**src/mls_pkg.sv**
```systemverilog
package mls_pkg;

   // Field widths
   localparam int OPCODE_W = 2;
   localparam int LFLAGS_W = 6;
   localparam int XFLAGS_W = 4;
   localparam int ALERT_W  = 3;
   localparam int LIMIT_W  = 16;
   localparam int RCOUNT_W = 8;
   localparam int FLAGS_W  = LFLAGS_W + XFLAGS_W;
   localparam int CSR_IDX_W  = 3;
   localparam int CSR_DATA_W = 16;

   // Opcodes
   localparam logic [OPCODE_W-1:0] OP_STATUS   = 2'd0;
   localparam logic [OPCODE_W-1:0] OP_HEADED   = 2'd1;
   localparam logic [OPCODE_W-1:0] OP_UNHEADED = 2'd2;
   localparam logic [OPCODE_W-1:0] OP_TICK     = 2'd3;

   // Alert codes
   localparam logic [ALERT_W-1:0] ALERT_NONE       = 3'd0;
   localparam logic [ALERT_W-1:0] ALERT_SPEED      = 3'd1;
   localparam logic [ALERT_W-1:0] ALERT_WEEK       = 3'd2;
   localparam logic [ALERT_W-1:0] ALERT_DAY        = 3'd3;
   localparam logic [ALERT_W-1:0] ALERT_CONTINUOUS = 3'd4;
   localparam logic [ALERT_W-1:0] ALERT_MOVING_OUT = 3'd5;

   // Alert flag bit positions (link flags low, extra flags high)
   localparam int FLAG_FIX        = 0;
   localparam int FLAG_SPEED      = 4;
   localparam int FLAG_CONTINUOUS = 5;
   localparam int FLAG_DAY        = 6;
   localparam int FLAG_WEEK       = 7;
   localparam int FLAG_MOVING_OUT = 9;

   // Register indexes
   localparam logic [CSR_IDX_W-1:0] CSR_READY_IDLE_LIMIT     = 3'd0;
   localparam logic [CSR_IDX_W-1:0] CSR_RECOVERY_FIRST_LIMIT = 3'd1;
   localparam logic [CSR_IDX_W-1:0] CSR_RECOVERY_LATER_LIMIT = 3'd2;
   localparam logic [CSR_IDX_W-1:0] CSR_CRASH_RESET_COUNT    = 3'd3;
   localparam logic [CSR_IDX_W-1:0] CSR_STALE_LIMIT          = 3'd4;
   localparam logic [CSR_IDX_W-1:0] CSR_NO_FIX_LIMIT         = 3'd5;

   // Register reset values
   localparam logic [LIMIT_W-1:0]  RST_READY_IDLE_LIMIT     = 16'd120;
   localparam logic [LIMIT_W-1:0]  RST_RECOVERY_FIRST_LIMIT = 16'd180;
   localparam logic [LIMIT_W-1:0]  RST_RECOVERY_LATER_LIMIT = 16'd900;
   localparam logic [RCOUNT_W-1:0] RST_CRASH_RESET_COUNT    = 8'd5;
   localparam logic [LIMIT_W-1:0]  RST_STALE_LIMIT          = 16'd10;
   localparam logic [LIMIT_W-1:0]  RST_NO_FIX_LIMIT         = 16'd300;

   localparam logic [LIMIT_W-1:0]  LIMIT_MAX  = '1;
   localparam logic [RCOUNT_W-1:0] RCOUNT_MAX = '1;

   typedef struct packed {
      logic [LIMIT_W-1:0]  ready_idle_limit;
      logic [LIMIT_W-1:0]  recovery_first_limit;
      logic [LIMIT_W-1:0]  recovery_later_limit;
      logic [RCOUNT_W-1:0] crash_reset_count;
      logic [LIMIT_W-1:0]  stale_limit;
      logic [LIMIT_W-1:0]  no_fix_limit;
   } cfg_type;

   typedef struct packed {
      logic [OPCODE_W-1:0] opcode;
      logic [LFLAGS_W-1:0] link_flags;
      logic [XFLAGS_W-1:0] extra_flags;
      logic                extra_valid;
      logic                low_power;
   } item_type;

   typedef struct packed {
      logic                modem_reset;
      logic                crashed;
      logic [ALERT_W-1:0]  alert_code;
      logic                power_off;
      logic [RCOUNT_W-1:0] reset_total;
   } result_type;

   typedef struct packed {
      logic [LIMIT_W-1:0]  idle_count;
      logic [RCOUNT_W-1:0] reset_count;
      logic                link_ready;
      logic                link_crashed;
      logic                slow_recovery;
      logic [FLAGS_W-1:0]  alert_flags;
      logic [LIMIT_W-1:0]  no_fix_count;
   } state_type;

endpackage

```
**src/mls_if.sv**
```systemverilog
interface mls_req_if;
   logic                          valid;
   logic                          ready;
   logic [mls_pkg::OPCODE_W-1:0]  opcode;
   logic [mls_pkg::LFLAGS_W-1:0]  link_flags;
   logic [mls_pkg::XFLAGS_W-1:0]  extra_flags;
   logic                          extra_valid;
   logic                          low_power;

   modport source (output valid, opcode, link_flags, extra_flags, extra_valid, low_power,
                   input ready);
   modport sink   (input valid, opcode, link_flags, extra_flags, extra_valid, low_power,
                   output ready);
endinterface

interface mls_rsp_if;
   logic                          valid;
   logic                          ready;
   logic                          modem_reset;
   logic                          crashed;
   logic [mls_pkg::ALERT_W-1:0]   alert_code;
   logic                          power_off;
   logic [mls_pkg::RCOUNT_W-1:0]  reset_total;

   modport source (output valid, modem_reset, crashed, alert_code, power_off, reset_total,
                   input ready);
   modport sink   (input valid, modem_reset, crashed, alert_code, power_off, reset_total,
                   output ready);
endinterface

```
**src/mls_csr.sv**
```systemverilog
module mls_csr (
   input  logic                              clock,
   input  logic                              reset,
   input  logic                              csr_we,
   input  logic [mls_pkg::CSR_IDX_W-1:0]     csr_index,
   input  logic [mls_pkg::CSR_DATA_W-1:0]    csr_wdata,
   output mls_pkg::cfg_type                  cfg
);

   mls_pkg::cfg_type cfg_ff;
   mls_pkg::cfg_type cfg_in;

   always_comb begin
      cfg_in = cfg_ff;
      if (csr_we) begin
         case (csr_index)
            mls_pkg::CSR_READY_IDLE_LIMIT:     cfg_in.ready_idle_limit     = csr_wdata;
            mls_pkg::CSR_RECOVERY_FIRST_LIMIT: cfg_in.recovery_first_limit = csr_wdata;
            mls_pkg::CSR_RECOVERY_LATER_LIMIT: cfg_in.recovery_later_limit = csr_wdata;
            mls_pkg::CSR_CRASH_RESET_COUNT:
               cfg_in.crash_reset_count = csr_wdata[mls_pkg::RCOUNT_W-1:0];
            mls_pkg::CSR_STALE_LIMIT:          cfg_in.stale_limit          = csr_wdata;
            mls_pkg::CSR_NO_FIX_LIMIT:         cfg_in.no_fix_limit         = csr_wdata;
            default: ;
         endcase
      end
   end

   always_ff @(posedge clock) begin
      if (reset) begin
         cfg_ff.ready_idle_limit     <= mls_pkg::RST_READY_IDLE_LIMIT;
         cfg_ff.recovery_first_limit <= mls_pkg::RST_RECOVERY_FIRST_LIMIT;
         cfg_ff.recovery_later_limit <= mls_pkg::RST_RECOVERY_LATER_LIMIT;
         cfg_ff.crash_reset_count    <= mls_pkg::RST_CRASH_RESET_COUNT;
         cfg_ff.stale_limit          <= mls_pkg::RST_STALE_LIMIT;
         cfg_ff.no_fix_limit         <= mls_pkg::RST_NO_FIX_LIMIT;
      end else begin
         cfg_ff <= cfg_in;
      end
   end

   assign cfg = cfg_ff;

endmodule

```
**src/mls_eval.sv**
```systemverilog
module mls_eval (
   input  mls_pkg::cfg_type     cfg,
   input  mls_pkg::state_type   state,
   input  mls_pkg::item_type    item,
   output mls_pkg::state_type   state_next,
   output mls_pkg::result_type  result
);

   always_comb begin
      logic [mls_pkg::LIMIT_W-1:0] limit;
      logic                        healthy;
      mls_pkg::state_type          s;
      mls_pkg::result_type         r;

      s       = state;
      r       = '0;
      healthy = !state.link_crashed && state.link_ready;
      limit   = healthy ? cfg.ready_idle_limit
              : (state.slow_recovery ? cfg.recovery_later_limit : cfg.recovery_first_limit);

      if (item.opcode != mls_pkg::OP_TICK) begin
         s.idle_count = '0;
         if (item.opcode == mls_pkg::OP_STATUS) begin
            s.alert_flags[mls_pkg::LFLAGS_W-1:0] = item.link_flags;
            if (item.extra_valid) begin
               s.alert_flags[mls_pkg::FLAGS_W-1:mls_pkg::LFLAGS_W] = item.extra_flags;
            end
         end
         if (item.opcode == mls_pkg::OP_STATUS || item.opcode == mls_pkg::OP_HEADED) begin
            s.link_ready   = 1'b1;
            s.link_crashed = 1'b0;
         end
      end else begin
         if (state.idle_count != mls_pkg::LIMIT_MAX) begin
            s.idle_count = state.idle_count + 1'b1;
         end
         if (s.idle_count >= limit) begin
            s.idle_count  = '0;
            r.modem_reset = 1'b1;
            s.alert_flags = '0;
            if (state.reset_count != mls_pkg::RCOUNT_MAX) begin
               s.reset_count = state.reset_count + 1'b1;
            end
            if (healthy) begin
               if (s.reset_count > cfg.crash_reset_count) begin
                  s.link_crashed = 1'b1;
               end
            end else begin
               s.slow_recovery = 1'b1;
            end
         end
         if (s.idle_count > cfg.stale_limit) begin
            s.alert_flags = '0;
         end
      end

      // Alert priority applies only with a position fix
      if (s.alert_flags[mls_pkg::FLAG_FIX]) begin
         if (s.alert_flags[mls_pkg::FLAG_SPEED])           r.alert_code = mls_pkg::ALERT_SPEED;
         else if (s.alert_flags[mls_pkg::FLAG_WEEK])       r.alert_code = mls_pkg::ALERT_WEEK;
         else if (s.alert_flags[mls_pkg::FLAG_DAY])        r.alert_code = mls_pkg::ALERT_DAY;
         else if (s.alert_flags[mls_pkg::FLAG_CONTINUOUS]) r.alert_code = mls_pkg::ALERT_CONTINUOUS;
         else if (s.alert_flags[mls_pkg::FLAG_MOVING_OUT]) r.alert_code = mls_pkg::ALERT_MOVING_OUT;
         else                                              r.alert_code = mls_pkg::ALERT_NONE;
         s.no_fix_count = '0;
      end else if (item.low_power) begin
         if (state.no_fix_count != mls_pkg::LIMIT_MAX) begin
            s.no_fix_count = state.no_fix_count + 1'b1;
         end
         if (s.no_fix_count >= cfg.no_fix_limit) begin
            s.no_fix_count = '0;
            r.power_off    = 1'b1;
         end
      end

      r.crashed     = s.link_crashed;
      r.reset_total = s.reset_count;
      state_next    = s;
      result        = r;
   end

endmodule

```
**src/modem_link_supervisor.sv**
```systemverilog
// Modem link supervisor. Takes one word per cycle on req_chan (frame events
// and one-second idle ticks) unless backpressure holds it, and returns exactly
// one result word per input word on rsp_chan, in order. A word is captured in
// an input register, then evaluated against the supervisor state and
// registered into the result register once that register is empty or being
// drained; sustained throughput is one word per cycle while rsp_chan does not
// stall; the single state update per word (idle, reset and no-fix counters,
// flags) sets that rate. Backpressure on rsp_chan stalls the result register,
// and the input register then holds one more word before req_chan.ready drops.
// Registers on the csr_ port may be written only while no word is in flight.
module modem_link_supervisor (
   input  logic                             clock,
   input  logic                             reset,
   mls_req_if.sink                          req_chan,
   mls_rsp_if.source                        rsp_chan,
   input  logic                             csr_we,
   input  logic [mls_pkg::CSR_IDX_W-1:0]    csr_index,
   input  logic [mls_pkg::CSR_DATA_W-1:0]   csr_wdata
);

   mls_pkg::cfg_type    cfg;

   // Input stage
   logic                in_v_ff;
   logic                in_v_in;
   mls_pkg::item_type   in_ff;
   mls_pkg::item_type   req_item;

   // Supervisor state
   mls_pkg::state_type  state_ff;
   mls_pkg::state_type  state_in;

   // Result stage
   logic                out_v_ff;
   logic                out_v_in;
   mls_pkg::result_type out_ff;
   mls_pkg::result_type eval_result;

   logic                advance;
   logic                req_take;

   mls_csr u_csr (
      .clock     (clock),
      .reset     (reset),
      .csr_we    (csr_we),
      .csr_index (csr_index),
      .csr_wdata (csr_wdata),
      .cfg       (cfg)
   );

   mls_eval u_eval (
      .cfg        (cfg),
      .state      (state_ff),
      .item       (in_ff),
      .state_next (state_in),
      .result     (eval_result)
   );

   // Word moves from input register to result register when the latter is
   // empty or being drained this cycle; the state commits on the same edge.
   assign advance  = in_v_ff && (!out_v_ff || rsp_chan.ready);
   assign req_take = req_chan.valid && req_chan.ready;
   assign req_chan.ready = !in_v_ff || advance;

   assign req_item.opcode      = req_chan.opcode;
   assign req_item.link_flags  = req_chan.link_flags;
   assign req_item.extra_flags = req_chan.extra_flags;
   assign req_item.extra_valid = req_chan.extra_valid;
   assign req_item.low_power   = req_chan.low_power;

   always_comb begin
      in_v_in = in_v_ff;
      if (req_take) begin
         in_v_in = 1'b1;
      end else if (advance) begin
         in_v_in = 1'b0;
      end
   end

   always_comb begin
      out_v_in = out_v_ff;
      if (advance) begin
         out_v_in = 1'b1;
      end else if (rsp_chan.ready) begin
         out_v_in = 1'b0;
      end
   end

   always_ff @(posedge clock) begin
      if (reset) begin
         in_v_ff  <= 1'b0;
         out_v_ff <= 1'b0;
         state_ff <= '0;
      end else begin
         in_v_ff  <= in_v_in;
         out_v_ff <= out_v_in;
         if (advance) begin
            state_ff <= state_in;
         end
      end
   end

   // Payload registers
   always_ff @(posedge clock) begin
      if (req_take) begin
         in_ff <= req_item;
      end
      if (advance) begin
         out_ff <= eval_result;
      end
   end

   assign rsp_chan.valid       = out_v_ff;
   assign rsp_chan.modem_reset = out_ff.modem_reset;
   assign rsp_chan.crashed     = out_ff.crashed;
   assign rsp_chan.alert_code  = out_ff.alert_code;
   assign rsp_chan.power_off   = out_ff.power_off;
   assign rsp_chan.reset_total = out_ff.reset_total;

   // A pending result can only report a reset if the count moved off zero
   a_reset_counted: assert property (@(posedge clock) disable iff (reset)
      out_v_ff && out_ff.modem_reset |-> out_ff.reset_total != '0)
      else $error("modem reset reported with zero reset total");

   // Any frame clears the idle counter
   a_frame_clears_idle: assert property (@(posedge clock) disable iff (reset)
      advance && in_ff.opcode != mls_pkg::OP_TICK |=> state_ff.idle_count == '0)
      else $error("idle count not cleared by frame");

   // Power-off only in power-save mode
   a_power_off_psave: assert property (@(posedge clock) disable iff (reset)
      advance && eval_result.power_off |-> in_ff.low_power)
      else $error("power-off outside power save");

   // An alert is only shown while the stored flags carry a fix
   a_alert_needs_fix: assert property (@(posedge clock) disable iff (reset)
      out_v_ff && out_ff.alert_code != mls_pkg::ALERT_NONE
         |-> state_ff.alert_flags[mls_pkg::FLAG_FIX])
      else $error("alert code without position fix");

   // A full input stage that cannot move must not take another word
   a_no_overrun: assert property (@(posedge clock) disable iff (reset)
      in_v_ff && !advance |-> !req_chan.ready)
      else $error("input stage overrun");

endmodule

```
**src/flat_wrapper.sv**
```systemverilog
// flat-port wrapper written by rule: the top's interface ports become plain ports
module modem_link_supervisor_flat 
  (clock, reset, csr_we, csr_index, csr_wdata, req_chan_valid, req_chan_opcode, req_chan_link_flags, req_chan_extra_flags, req_chan_extra_valid, req_chan_low_power, req_chan_ready, rsp_chan_valid, rsp_chan_modem_reset, rsp_chan_crashed, rsp_chan_alert_code, rsp_chan_power_off, rsp_chan_reset_total, rsp_chan_ready);
  mls_req_if req_chan_i ();
  mls_rsp_if rsp_chan_i ();
  input  logic clock;
  input  logic reset;
  input  logic csr_we;
  input  logic [mls_pkg::CSR_IDX_W-1:0] csr_index;
  input  logic [mls_pkg::CSR_DATA_W-1:0] csr_wdata;
  input wire logic [$bits(req_chan_i.valid)-1:0] req_chan_valid;
  input wire logic [$bits(req_chan_i.opcode)-1:0] req_chan_opcode;
  input wire logic [$bits(req_chan_i.link_flags)-1:0] req_chan_link_flags;
  input wire logic [$bits(req_chan_i.extra_flags)-1:0] req_chan_extra_flags;
  input wire logic [$bits(req_chan_i.extra_valid)-1:0] req_chan_extra_valid;
  input wire logic [$bits(req_chan_i.low_power)-1:0] req_chan_low_power;
  output wire logic [$bits(req_chan_i.ready)-1:0] req_chan_ready;
  output wire logic [$bits(rsp_chan_i.valid)-1:0] rsp_chan_valid;
  output wire logic [$bits(rsp_chan_i.modem_reset)-1:0] rsp_chan_modem_reset;
  output wire logic [$bits(rsp_chan_i.crashed)-1:0] rsp_chan_crashed;
  output wire logic [$bits(rsp_chan_i.alert_code)-1:0] rsp_chan_alert_code;
  output wire logic [$bits(rsp_chan_i.power_off)-1:0] rsp_chan_power_off;
  output wire logic [$bits(rsp_chan_i.reset_total)-1:0] rsp_chan_reset_total;
  input wire logic [$bits(rsp_chan_i.ready)-1:0] rsp_chan_ready;
  assign req_chan_i.valid = req_chan_valid;
  assign req_chan_i.opcode = req_chan_opcode;
  assign req_chan_i.link_flags = req_chan_link_flags;
  assign req_chan_i.extra_flags = req_chan_extra_flags;
  assign req_chan_i.extra_valid = req_chan_extra_valid;
  assign req_chan_i.low_power = req_chan_low_power;
  assign req_chan_ready = req_chan_i.ready;
  assign rsp_chan_valid = rsp_chan_i.valid;
  assign rsp_chan_modem_reset = rsp_chan_i.modem_reset;
  assign rsp_chan_crashed = rsp_chan_i.crashed;
  assign rsp_chan_alert_code = rsp_chan_i.alert_code;
  assign rsp_chan_power_off = rsp_chan_i.power_off;
  assign rsp_chan_reset_total = rsp_chan_i.reset_total;
  assign rsp_chan_i.ready = rsp_chan_ready;
  modem_link_supervisor u_core (.clock(clock), .reset(reset), .req_chan(req_chan_i), .rsp_chan(rsp_chan_i), .csr_we(csr_we), .csr_index(csr_index), .csr_wdata(csr_wdata));
endmodule
```
**config.mk**
```make
export PLATFORM = sky130hd
export DESIGN_NAME = modem_link_supervisor_flat
export DESIGN_NICKNAME = d
export VERILOG_FILES = /design/src/mls_pkg.sv /design/src/mls_if.sv /design/src/mls_csr.sv /design/src/mls_eval.sv /design/src/modem_link_supervisor.sv /design/src/flat_wrapper.sv
export SDC_FILE = /design/constraint.sdc
export NUM_CORES = 1
export LEC_CHECK = 0
export BUFFER_PORTS_ARGS = -buffer_cell sky130_fd_sc_hd__buf_2
export CELL_PAD_IN_SITES_DETAIL_PLACEMENT = 2
export CELL_PAD_IN_SITES_GLOBAL_PLACEMENT = 2
export CORE_ASPECT_RATIO = 0.6
export CORE_MARGIN = 5
export CORE_UTILIZATION = 40
export CTS_CLUSTER_SIZE = 12
export DETAILED_ROUTE_END_ITERATION = 8
export PLACE_DENSITY_LB_ADDON = 0.3
export SETUP_SLACK_MARGIN = 0.2
export SLEW_MARGIN = 30
export SYNTH_ARGS = -nofsm -noshare
export SYNTH_HDL_FRONTEND = slang
export SYNTH_SLANG_ARGS = --single-unit
```
**constraint.sdc**
```tcl
create_clock -name clock -period 10.7 [get_ports clock]
set_clock_uncertainty 0.05 [all_clocks]
set_input_delay 0.535 -clock clock [delete_from_list [all_inputs] [get_ports clock]]
set_output_delay 0.535 -clock clock [all_outputs]
set_load 0.005 [all_outputs]
```
==> summary.md, run 1 <==
| Metric | Value |
|---|---|
| Power, Total | 0.00135 W |
| Final period util | 65.0% |
| Multiplexer share of the synthesized area | 3.08% |
| Synth Area in XOR/XNOR | 3.65% |
| WL/cell | 21.3 um |
| Total global-route track usage | 24.6% |
| Syn_nets | 1176 |
| Final antenna-violating net count | 0 |
| Worst Max-Slew Pin Slew | 1.02 ns |
| Ys async rst share | 0% |
| CP cell instances | ha_1 > and4_1 > nand3b_1 > nand2_1 > xor2_1 > inv_1 > ha_1 > nand2_1 > o21ai_0 > a221oi_1 > nand2_2 > a21oi_1 > ha_1 > nand4_1 > nor4_1 > o21ai_0 > o211a_1 > o21bai_1 > o21ai_0 > a21oi_1 > a21oi_1 |
| VDD IR-drop max | 0.112 mV |
| Count of state elements after synthesis | 163 |
| Area grow syn2layout | 11.4% |
| Synth Area in Compound Gates | 14.5% |
| Final setup viols | 0 |
| TritonCTS clock tree | yes |
| Maximum clock insertion buffer count | 2 |
| CP startpoint kind | flop |
| Total wire length | 29700 um |
| Required @ worst endpoint | 10.83 ns |
| Hold-fix buffers, CTS | 0 |
| Hold path cells | 1 |
| Initial antenna violation count | 1 |
| IO Port Bufs | 49 |
| Hold_ws | 0.214 ns |
| Chip height | 124 um |
| FILL cells | 2412 |
| Fin nets | 1197 |
| Post-CTS sizing | 0 |
| Beginning of the worst hold path | req_chan_extra_flags[0] |
| Postcts setup bufs | 0 |
| Synth Area in Simple Gates | 24.4% |
| Post-synthesis cell type count | 56 |
| Vias per cell | 5.58 |
| Crit path largest cell delay | 0.63 ns |
| First-pass GRT wire length | 47200 um |
| CTS Buf Count | 17 |
| Pin count of the biggest net entering global routing | 78 |
| Largest family of logic cells by synthesized area | simple AND/OR/NAND/NOR gates |
| Final Max Slew Viols | 0 |
| Slack of the critical path | 3.75 ns |
| Max Freq | 0.144 GHz |
| Reg-to-reg slack, setup | 3.75 ns |
| CTS H-tree lvls | 4 |
| Worst Path Arrival | 7.08 ns |
| Cells after Synth | 1079 |
| RR Endpoint | u_core.rsp_chan.alert_code[0] |
| Critical path peak fanout | 19 |
| Syn_area_per_cell | 8.02 um^2 |
| Most frequent cells after synthesis | 221 x nand2_1, 139 x dfxtp_1, 136 x a21oi_1 |
| Number of clock sinks | 163 |
| Crit path max-delay cell type | a221oi_1 |
| Row count | 41 |
| Full die area | 0.0248 mm^2 |
| Ys Warns | 0 |
| Initial Utilization | 40.9% |
| Hold Crit Endpoint | u_core.in_ff[2] |
| Status | complete, no violations |
| Hold/Removal Path Class | in2reg |
| Dpl hpwl | 20800 um |
| Power Dens Cells | 140 mW/mm^2 |
| GRT overflow | 0 |
| Clock period minus worst slack | 6.95 ns |
| Max Cap Violations | 0 |
| Setup CP Type | reg2reg |
| Post-synth EDFFs | 24 |
| Fin. Hold Viols | 0 |
| Number of cells on the worst reg-to-reg path | 21 |
| Chip width | 200 um |
| Most common flop cell mapped by yosys | dfxtp_1 |
| Clock slew at reported path FFs | 0.07 ns |
| Drt initial violations | 387 |
| I/O pin cnt | 54 |
| Clk Latency, worst-skew pair | 0.44 ns |
| Count leader, synth | nand2_1 |
| Proportion of layout cells with a drive suffix above 1 | 9.07% |
| Synth top area cells | dfxtp_1 32%, nand2_1 9.6%, ha_1 8.5%, edfxtp_1 8.3%, a21oi_1 7.9% |
| Setup TNS | 0 ns |
| Worst slew margin | 31.3% |
| Post-synth top area share | 32.2% |
| GPL Wtd Cong | 0.799 |
| Setup Slack @ Placement | 4.03 ns |
| Yosys top cell by area | dfxtp_1 |
| Share of the yosys chip area belonging to registers | 40.5% |
| RR Startpoint | u_core.state_ff[37] |
| Vias in the first global route | 8487 |
| DR pass1 iterations | 5 |
| Static leakage | 4.04 nW |
| Synth Area in Adders | 8.54% |
| DR vias | 7773 |
| # DRC | 0 |
| Core area | 0.0211 mm^2 |
| Synthesized area | 0.00865 mm^2 |
| Critical Path End Type | flop |
| Clock Tree Root | clkbuf_16 |
| RSZ-0062 raised after global routing | false |
==> area by class of cell <==
| class | instances | area, um^2 | share of cell area [%] |
|---|---|---|---|
| repair buffers | 56 | 300 | 3.12 |
| flip-flops and latches | 163 | 3500 | 36.4 |
| well taps | 279 | 349 | 3.62 |
| diodes | 1 | 2.50 | 0.0260 |
| clock inverters | 11 | 113 | 1.17 |
| inverters | 63 | 236 | 2.45 |
| clock buffers | 21 | 440 | 4.57 |
| multi-input cells | 799 | 4690 | 48.7 |
==> critical path, delay by kind of cell, from the launching register on <==
family	cells	cell delay [ns]
compound gates	9	2.70
simple gates	7	2.29
fa+ha+maj	3	0.84
flops	1	0.47
xor+xnor	1	0.27
buf+inv	1	0.07
==> metal layers <==
metal	GRT usage, %	vias to the layer above	wire length [um]
met4	6.87	0	426
met3	4.87	28	977
met5	0	-	0
met2	40.9	103	13900
li1	-	3701	-
met1	33.0	3941	14400
==> registers in the layout (all words and copies together), names as in the netlist <==
register / count
u_core.rsp_chan.power_off: 1
u_core.in_v_ff: 1
u_core.rsp_chan.alert_code: 3
u_core.rsp_chan.valid: 1
u_core.rsp_chan.reset_total: 8
u_core.in_ff: 10
u_core.u_csr.cfg: 88
u_core.rsp_chan.modem_reset: 1
u_core.state_ff: 49
u_core.rsp_chan.crashed: 1
==> report_power, final <==
part / total, W / internal, W / switching (W)
Combinational: 0.0000945 / 0.0000286 / 0.0000659
Sequential: 0.000646 / 0.000636 / 0.0000106
Clock: 0.000608 / 0.000341 / 0.000267
Total: 0.00135 / 0.00101 / 0.000343
==> per-stage QoR <==
stage	cells	utilization [%]	cell area, um^2
floorplan	1079	-	8650
detailed placement	1360	42.9	9080
finish	1393	45.6	9630
CTS	1392	45.6	9630
global route	1393	45.6	9630
global placement	1360	42.9	9080
==> worst max-delay path by stage <==
stage                         from                             to  slack [ns]  cells after the start
2_1_floorplan  u_core.state_ff[43]             u_core.state_ff[1]        5.77                     23
3_3_place_gp   u_core.state_ff[37]             u_core.state_ff[6]        4.36                     21
3_5_place_dp   u_core.state_ff[37]  u_core.rsp_chan.alert_code[0]        4.03                     21
4_1_cts        u_core.state_ff[37]  u_core.rsp_chan.alert_code[0]        3.92                     21
5_1_grt        u_core.state_ff[37]  u_core.rsp_chan.alert_code[0]        3.46                     21
6_report       u_core.state_ff[37]  u_core.rsp_chan.alert_code[0]        3.75                     21
==> layout by cell type (no fill, tap or decap), drive strengths merged, types with 3 or more instances in the layout <==
cell type  Yosys  routed
a22oi          6       6
nand4         16      16
dfxtp        139     139
clkbuf        47      21
a22o          11      11
nor3          11      11
a221o          3       3
mux2i         21      21
xnor2         19      19
edfxtp        24      24
ha            59      59
nand3b        21      21
nand3         21      21
buf            7      56
xor2          17      17
nor2         111     111
and2           6       6
inv           63      63
o21ai         21      21
mux2           5       5
or2            4       4
and4           6       6
and3          16      16
nand2b         9       9
a21oi        136     136
a21o           8       8
nor2b         14      14
clkinv         0       8
nand2        222     222
a211oi         5       5
==> logic make-up after synthesis <==
logic type | count (synthesis)
AO/OA/AOI/OAI | 212
XOR/XNOR | 36
adder cells (fa/ha/maj) | 59
buffers and inverters | 117
flip-flops | 163
multiplexers | 26
AND/OR/NAND/NOR | 466
No activity file was read; power rests on OpenSTA's default activity.
==> run 2: changes to the inputs <==
--- a/config.mk
+++ b/config.mk
@@ -10,7 +10,7 @@
 export CELL_PAD_IN_SITES_GLOBAL_PLACEMENT = 2
 export CORE_ASPECT_RATIO = 0.6
 export CORE_MARGIN = 5
-export CORE_UTILIZATION = 40
+export CORE_UTILIZATION = 37
 export CTS_CLUSTER_SIZE = 12
 export DETAILED_ROUTE_END_ITERATION = 8
 export PLACE_DENSITY_LB_ADDON = 0.3
==> constraint.sdc (replaced) <==
create_clock -name clock -period 7.12 [get_ports clock]
set_clock_uncertainty 0.05 [all_clocks]
set_input_delay 0.356 -clock clock [delete_from_list [all_inputs] [get_ports clock]]
set_output_delay 0.356 -clock clock [all_outputs]
set_load 0.005 [all_outputs]
==> run 2 against run 1 <==
Die area up 7.6%. Largest power group is now clock. Via count shrank 0.78%. Sequential cell count unchanged. Critical path type unchanged. Highest routed layer unchanged. Cell count grew 2.7%. Total power up 57%. Sequential power up 50%. Clock-buffer cell count shrank 3. Core utilization shrank 3.1 points. Wire length is 3.0% lower. Combinational power up 49%.
==> summary.md, run 2 (same netlist as run 1, synthesis figures left out) <==
| Metric | Value |
|---|---|
| Number of clock sinks | 163 (unchanged) |
| Row count | 43 (+4.9%) |
| Hold Crit Endpoint | u_core.in_ff[0] |
| Static leakage | 4.08 nW (+0.97%) |
| ANT cells | 0 (-1) |
| Worst Max-Slew Pin Slew | 0.898 ns (-0.122 ns) |
| IO Port Bufs | 49 (unchanged) |
| Layout Cell Area excl Fill | 0.00977 mm^2 (+1.5%) |
| Vias in the first global route | 8265 (-2.6%) |
| GRT overflow | 0 (unchanged) |
| Postcts setup bufs | 0 (unchanged) |
| DR pass1 iterations | 5 (unchanged) |
| Number of cells on the worst reg-to-reg path | 21 (unchanged) |
| Drt initial violations | 284 (-27%) |
| CTS Buf Count | 17 (unchanged) |
| Maximum clock insertion buffer count | 2 (unchanged) |
| Setup CP Type | reg2reg |
| Clk Latency, worst-skew pair | 0.45 ns (about the same) |
| Fin. Hold Viols | 0 (unchanged) |
| I/O pin cnt | 54 (unchanged) |
| Most common cell after layout, fill and taps aside | nand2_1 |
| Final period util | 90.9% (+26 points) |
| Beginning of the worst hold path | req_chan_low_power |
| GPL Wtd Cong | 0.838 (+4.9%) |
| Total wire length | 28800 um (-3.0%) |
| Final antenna-violating net count | 0 (unchanged) |
| RSZ-0062 raised after global routing | false |
| Max reg flops | 88 (unchanged) |
| Hold-fix buffers, CTS | 0 (unchanged) |
| RR Endpoint | u_core.state_ff[6] |
| VDD IR-drop max | 0.164 mV (+46%) |
| Hold path cells | 1 (unchanged) |
| Hold/Removal Path Class | in2reg |
| CP startpoint kind | flop |
| Clock period minus worst slack | 6.47 ns (-0.477 ns) |
| Core area | 0.0230 mm^2 (+9.0%) |
| Clock Tree Root | clkbuf_16 |
| Placed Cells incl. Taps | 1399 (+2.9%) |
| Initial antenna violation count | 0 (-1) |
| Worst Path Arrival | 6.81 ns (-0.27 ns) |
| CTS H-tree lvls | 4 (unchanged) |
| Required @ worst endpoint | 7.46 ns (-3.37 ns) |
| Initial Utilization | 37.6% (-3.4 points) |
| # DRC | 0 (unchanged) |
| Setup TNS | 0 ns (unchanged) |
| Vias per cell | 5.39 (-3.4%) |
| TritonCTS clock tree | yes |
| Final Max Slew Viols | 0 (unchanged) |
| Power Dens Cells | 216 mW/mm^2 (+54%) |
| Dpl hpwl | 20400 um (-2.2%) |
| Status | complete, no violations |
| Chip width | 207 um (+3.8%) |
| Layout Cells excl Fill | 1431 (+2.7%) |
| First-pass GRT wire length | 46600 um (-1.4%) |
| Pin count of the biggest net entering global routing | 65 (-17%) |
| Post-CTS sizing | 0 (unchanged) |
| Total global-route track usage | 22.1% (-2.6 points) |
| Max Freq | 0.154 GHz (+7.4%) |
| Critical path peak fanout | 19 (unchanged) |
| Clock slew at reported path FFs | 0.07 ns (about the same) |
| DR vias | 7712 (-0.78%) |
| Post-DP Area | 0.00915 mm^2 (+0.80%) |
| Reg-to-reg slack, setup | 0.65 ns (-3.10 ns) |
| Chip height | 128 um (+3.7%) |
| Full die area | 0.0266 mm^2 (+7.6%) |
| Proportion of layout cells with a drive suffix above 1 | 9.86% (+0.78 points) |
| Commonest cells after routing, fill and taps aside | 221 x nand2_1, 139 x dfxtp_1, 136 x a21oi_1, 111 x nor2_1, 61 x inv_1 |
| Final core occ | 42.4% (-3.1 points) |
| Max Cap Violations | 0 (unchanged) |
| Power, Total | 0.00211 W (+57%) |
| Critical Path End Type | flop |
| Final setup viols | 0 (unchanged) |
| Area grow syn2layout | 13.0% |
| WL/cell | 20.1 um (-5.6%) |
| RR Startpoint | u_core.state_ff[37] |
| Fin nets | 1200 (+0.25%) |
| Worst slew margin | 40.1% (+8.8 points) |
## run 2: cell types whose count changed in the layout (fill, tap and decap cells not counted), moves of 2 or more
cell / before / now
buf_4: 8 / 11
clkinv_2: 4 / 2
clkinvlp_4: 1 / 4
clkinv_1: 2 / 0
clkbuf_1: 4 / 0
inv_6: 0 / 4
## run 2: per-layer routing
layer	vias to the layer above	global-route usage [%]	wire [um]
met3	31	3.97	796
met1	3880	30.5	14600
met5	-	0	0
li1	3707	-	-
met2	94	35.6	12900
met4	0	6.64	461
## run 2: worst max path at each step
stage / from / to / slack, ns / cells past startpoint
after floorplan: u_core.state_ff[43] / u_core.state_ff[1] / 2.19 / 23
after global placement: u_core.state_ff[37] / u_core.state_ff[3] / 1.06 / 21
after detailed placement: u_core.state_ff[37] / u_core.state_ff[3] / 0.84 / 21
after CTS: u_core.state_ff[37] / u_core.state_ff[6] / 0.73 / 21
after global routing: u_core.state_ff[37] / u_core.state_ff[6] / 0.25 / 21
final: u_core.state_ff[37] / u_core.state_ff[6] / 0.65 / 21
## run 2: area by class of cell
| class | count | area (um^2) |
|---|---|---|
| Clock buffer | 18 | 450 |
| Clock inverter | 14 | 174 |
| Fill cell | 2616 | 13300 |
| Inverter | 63 | 236 |
| Multi-Input combinational cell | 799 | 4690 |
| Sequential cell | 163 | 3500 |
| Tap cell | 315 | 394 |
| Timing Repair Buffer | 59 | 323 |
## run 2: worst max-delay path, stage by stage (launching register included)
cell and delay, ns:
dfxtp_1 0.44, ha_1 0.28, and4_1 0.33, nand3b_1 0.43, nand2_1 0.24, xor2_1 0.32, inv_1 0.08, ha_1 0.32
nand2_1 0.06, o21ai_0 0.10, a221oi_1 0.55, nand2_2 0.40, a21oi_1 0.24, ha_1 0.17, nand4_1 0.18, nor4_1 0.48
o21ai_0 0.20, o211a_1 0.17, o21a_1 0.24, nand2b_1 0.19, o22ai_2 0.65, a221o_1 0.28
## run 2: through the flow
stage	setup slack, ns	hold slack, ns
final	0.646	0.0272
after global routing	0.254	0.0113
after CTS	0.726	0.00530
after detailed placement	0.841	0.400
after global placement	1.06	0.392
after floorplan	2.19	0.379
## run 2: power by group
group	total [W]	switching, W	internal [W]
Sequential	0.000971	0.0000157	0.000955
Combinational	0.000141	0.0000976	0.0000429
Clock	0.00100	0.000425	0.000576
==> run 3: changes to the inputs <==
--- a/config.mk
+++ b/config.mk
@@ -13,6 +13,7 @@
 export CORE_UTILIZATION = 37
 export CTS_CLUSTER_SIZE = 12
 export DETAILED_ROUTE_END_ITERATION = 8
+export HOLD_SLACK_MARGIN = 0.12
 export PLACE_DENSITY_LB_ADDON = 0.3
 export SETUP_SLACK_MARGIN = 0.2
 export SLEW_MARGIN = 30
==> run 3 against run 2 <==
Combinational power grew 4%. Global-route usage is 0.71 points higher. Sequential power about the same. Clock-buffer cell count unchanged. Sequential cell count unchanged. Wire length rose by 3.8%. Total power rose by 0.47%. Sequential share of layout area down 0.40 points. First-iteration DRC count up 9.9%. Register-to-register slack hardly changed. Largest cell class unchanged. Highest routed layer unchanged.
==> summary.md, run 3 (same netlist as run 1, synthesis figures left out) <==
| Metric | Value |
|---|---|
| RR Startpoint | u_core.state_ff[37] |
| Most common cell after layout, fill and taps aside | nand2_1 |
| Hold/Removal Path Class | in2reg |
| M1 wire length | 14900 um (+2.4%) |
| Total global-route track usage | 22.8% (+0.71 points) |
| Placed Cells incl. Taps | 1399 (unchanged) |
| Sw Share | 25.6% (+0.15 points) |
| Commonest cells after routing, fill and taps aside | 221 x nand2_1, 139 x dfxtp_1, 136 x a21oi_1, 111 x nor2_1, 61 x inv_1 |
| DR vias | 7761 (+0.64%) |
| Final antenna-violating net count | 0 (unchanged) |
| Register Area | 0.00350 mm^2 (unchanged) |
| TritonCTS clock tree | yes |
| Reg power frac | 45.8% (-0.2 points) |
| Max Cap Violations | 0 (unchanged) |
| CTS H-tree lvls | 4 (unchanged) |
| Final Max Slew Viols | 0 (unchanged) |
| Clk Latency, worst-skew pair | 0.45 ns (about the same) |
| RR Endpoint | u_core.state_ff[6] |
| Total wire length | 29900 um (+3.8%) |
| Reg-to-reg slack, setup | 0.64 ns (about the same) |
| Setup TNS | 0 ns (unchanged) |
| Dpl hpwl | 20400 um (unchanged) |
| Final period util | 91.0% (+0.10 points) |
| Critical path peak fanout | 19 (unchanged) |
| Multi-input gate area | 0.00469 mm^2 (unchanged) |
| Area grow syn2layout | 14.3% |
| Setup Slack @ Placement | 0.841 ns (unchanged) |
| Final core occ | 42.9% (+0.48 points) |
| CP startpoint kind | flop |
| NetSw | 0.000544 W (+1.0%) |
| GPL Wtd Cong | 0.838 (unchanged) |
| Max Freq | 0.154 GHz (-0.11%) |
| Layout Cells excl Fill | 1442 (+0.77%) |
| Most frequent CP cell | ha_1 |
| WL/cell | 20.7 um (+3.0%) |
| First-pass GRT wire length | 47900 um (+2.8%) |
| Proportion of layout cells with a drive suffix above 1 | 9.76% (-0.096 points) |
| I/O pin cnt | 54 (unchanged) |
| Fin. Hold Viols | 0 (unchanged) |
| Initial Utilization | 37.6% (unchanged) |
| Static leakage | 4.13 nW (+1.1%) |
| Number of cells on the worst reg-to-reg path | 21 (unchanged) |
| Clock Power Share | 47.3% (about the same) |
| WL met2 | 13400 um (+3.9%) |
| Clock period minus worst slack | 6.48 ns (+0.00710 ns) |
| Fin nets | 1211 (+0.92%) |
| Maximum clock insertion buffer count | 2 (unchanged) |
| Number of clock sinks | 163 (unchanged) |
| FILL cells | 2602 (-0.54%) |
| Drt initial violations | 312 (+9.9%) |
| Clock slew at reported path FFs | 0.07 ns (about the same) |
| Slack of the critical path | 0.639 ns (-0.00710 ns) |
| CTS Buf Count | 17 (unchanged) |
| Hold_ws | 0.152 ns (+0.125 ns) |
| Chip height | 128 um (unchanged) |
| Vias per cell | 5.38 (-0.13%) |
| Core area | 0.0230 mm^2 (unchanged) |
| GRT overflow | 0 (unchanged) |
| P_int | 0.00158 W (+0.27%) |
| Final setup viols | 0 (unchanged) |
| Hold Crit Endpoint | u_core.u_csr.cfg[81] |
| Beginning of the worst hold path | csr_wdata[9] |
| Vias in the first global route | 8405 (+1.7%) |
| Power Dens Cells | 215 mW/mm^2 (-0.65%) |
| CP cell instances | ha_1 > and4_1 > nand3b_1 > nand2_1 > xor2_1 > inv_1 > ha_1 > nand2_1 > o21ai_0 > a221oi_1 > nand2_2 > a21oi_1 > ha_1 > nand4_1 > nor4_1 > o21ai_0 > o211a_1 > o21a_1 > nand2b_1 > o22ai_2 > a221o_1 |
| Initial antenna violation count | 0 (unchanged) |
| Required @ worst endpoint | 7.46 ns (about the same) |
| Hold path cells | 3 (+2) |
| Crit path largest cell delay | 0.65 ns (about the same) |
| Setup CP Type | reg2reg |
| Full die area | 0.0266 mm^2 (unchanged) |
| Chip width | 207 um (unchanged) |
| IO Port Bufs | 49 (unchanged) |
| RSZ-0062 raised after global routing | false |
| # DRC | 0 (unchanged) |
| Pin count of the biggest net entering global routing | 65 (unchanged) |
| Critical Path End Type | flop |
| Clock Tree Root | clkbuf_16 |
| Worst Max-Slew Pin Slew | 0.890 ns (-0.00753 ns) |
| Crit path max-delay cell type | o22ai_2 |
| Routed met3 length | 844 um (+6.0%) |
| Gate power share | 6.9% (+0.2 points) |
| ANT cells | 0 (unchanged) |
| Postcts setup bufs | 0 (unchanged) |
| Worst Path Arrival | 6.82 ns (about the same) |
| Status | complete, no violations |
| Row count | 43 (unchanged) |
| Worst slew margin | 40.6% (+0.50 points) |
| Highest Signal Layer | met4 |
| DR pass1 iterations | 4 (-1) |
| Max reg flops | 88 (unchanged) |
| VDD IR-drop max | 0.162 mV (-1.3%) |
==> run 3: repair_timing <==
item | in CTS | in global routing
endpoints found under the hold margin | 11 | 0
resized for setup | 0 | 0
hold buffers | 11 | 0
==> run 3: area by class of cell <==
cell class,instances,area share (%)
clock buffer,18,4.56
clock inverter,14,1.76
inverter,63,2.39
multi-input combinational,799,47.5
sequential,163,35.4
tap,315,3.99
timing repair buffer,70,4.38
==> run 3: worst max-delay path, delay by kind of cell, from the launching register on <==
family,cells,cell delay [ns]
buffers and inverters,1,0.08
xor gates and xnor gates,1,0.31
DFF,1,0.44
and+or+nand+nor,8,2.32
AOI/OAI and AO/OA,8,2.42
adders and majority gates,3,0.77
==> run 3: how the worst max path moves through the flow <==
stage	from	end	slack [ns]	cells past startpoint
5_1_grt	u_core.state_ff[37]	u_core.rsp_chan.alert_code[0]	0.24	21
3_5_place_dp	u_core.state_ff[37]	u_core.state_ff[3]	0.84	21
3_3_place_gp	u_core.state_ff[37]	u_core.state_ff[3]	1.06	21
6_report	u_core.state_ff[37]	u_core.state_ff[6]	0.64	21
2_1_floorplan	u_core.state_ff[43]	u_core.state_ff[1]	2.19	23
4_1_cts	u_core.state_ff[37]	u_core.state_ff[6]	0.73	21
==> run 3: layer usage <==
metal / up-vias / track usage [%]
met2: 98 / 37.1
met3: 41 / 3.97
met5: - / 0
met1: 3890 / 31.0
li1: 3732 / -
met4: 0 / 7.69
==> run 3: power by group through the flow <==
stage                     combinational (W)  clock, W  sequential, W
after global placement             0.000134         0       0.000990
after global routing               0.000162   0.00106       0.000973
after floorplan                   0.0000830         0       0.000985
final                              0.000147   0.00100       0.000971
after CTS                          0.000147   0.00102       0.000971
after detailed placement           0.000139         0       0.000991
==> run 3: through the flow <==
| step | total power [W] | cell area, um^2 |
|---|---|---|
| after floorplan | 0.00107 | 8650 |
| after global placement | 0.00112 | 9150 |
| after detailed placement | 0.00113 | 9150 |
| after CTS | 0.00214 | 9880 |
| after global routing | 0.00220 | 9880 |
| final | 0.00212 | 9880 |
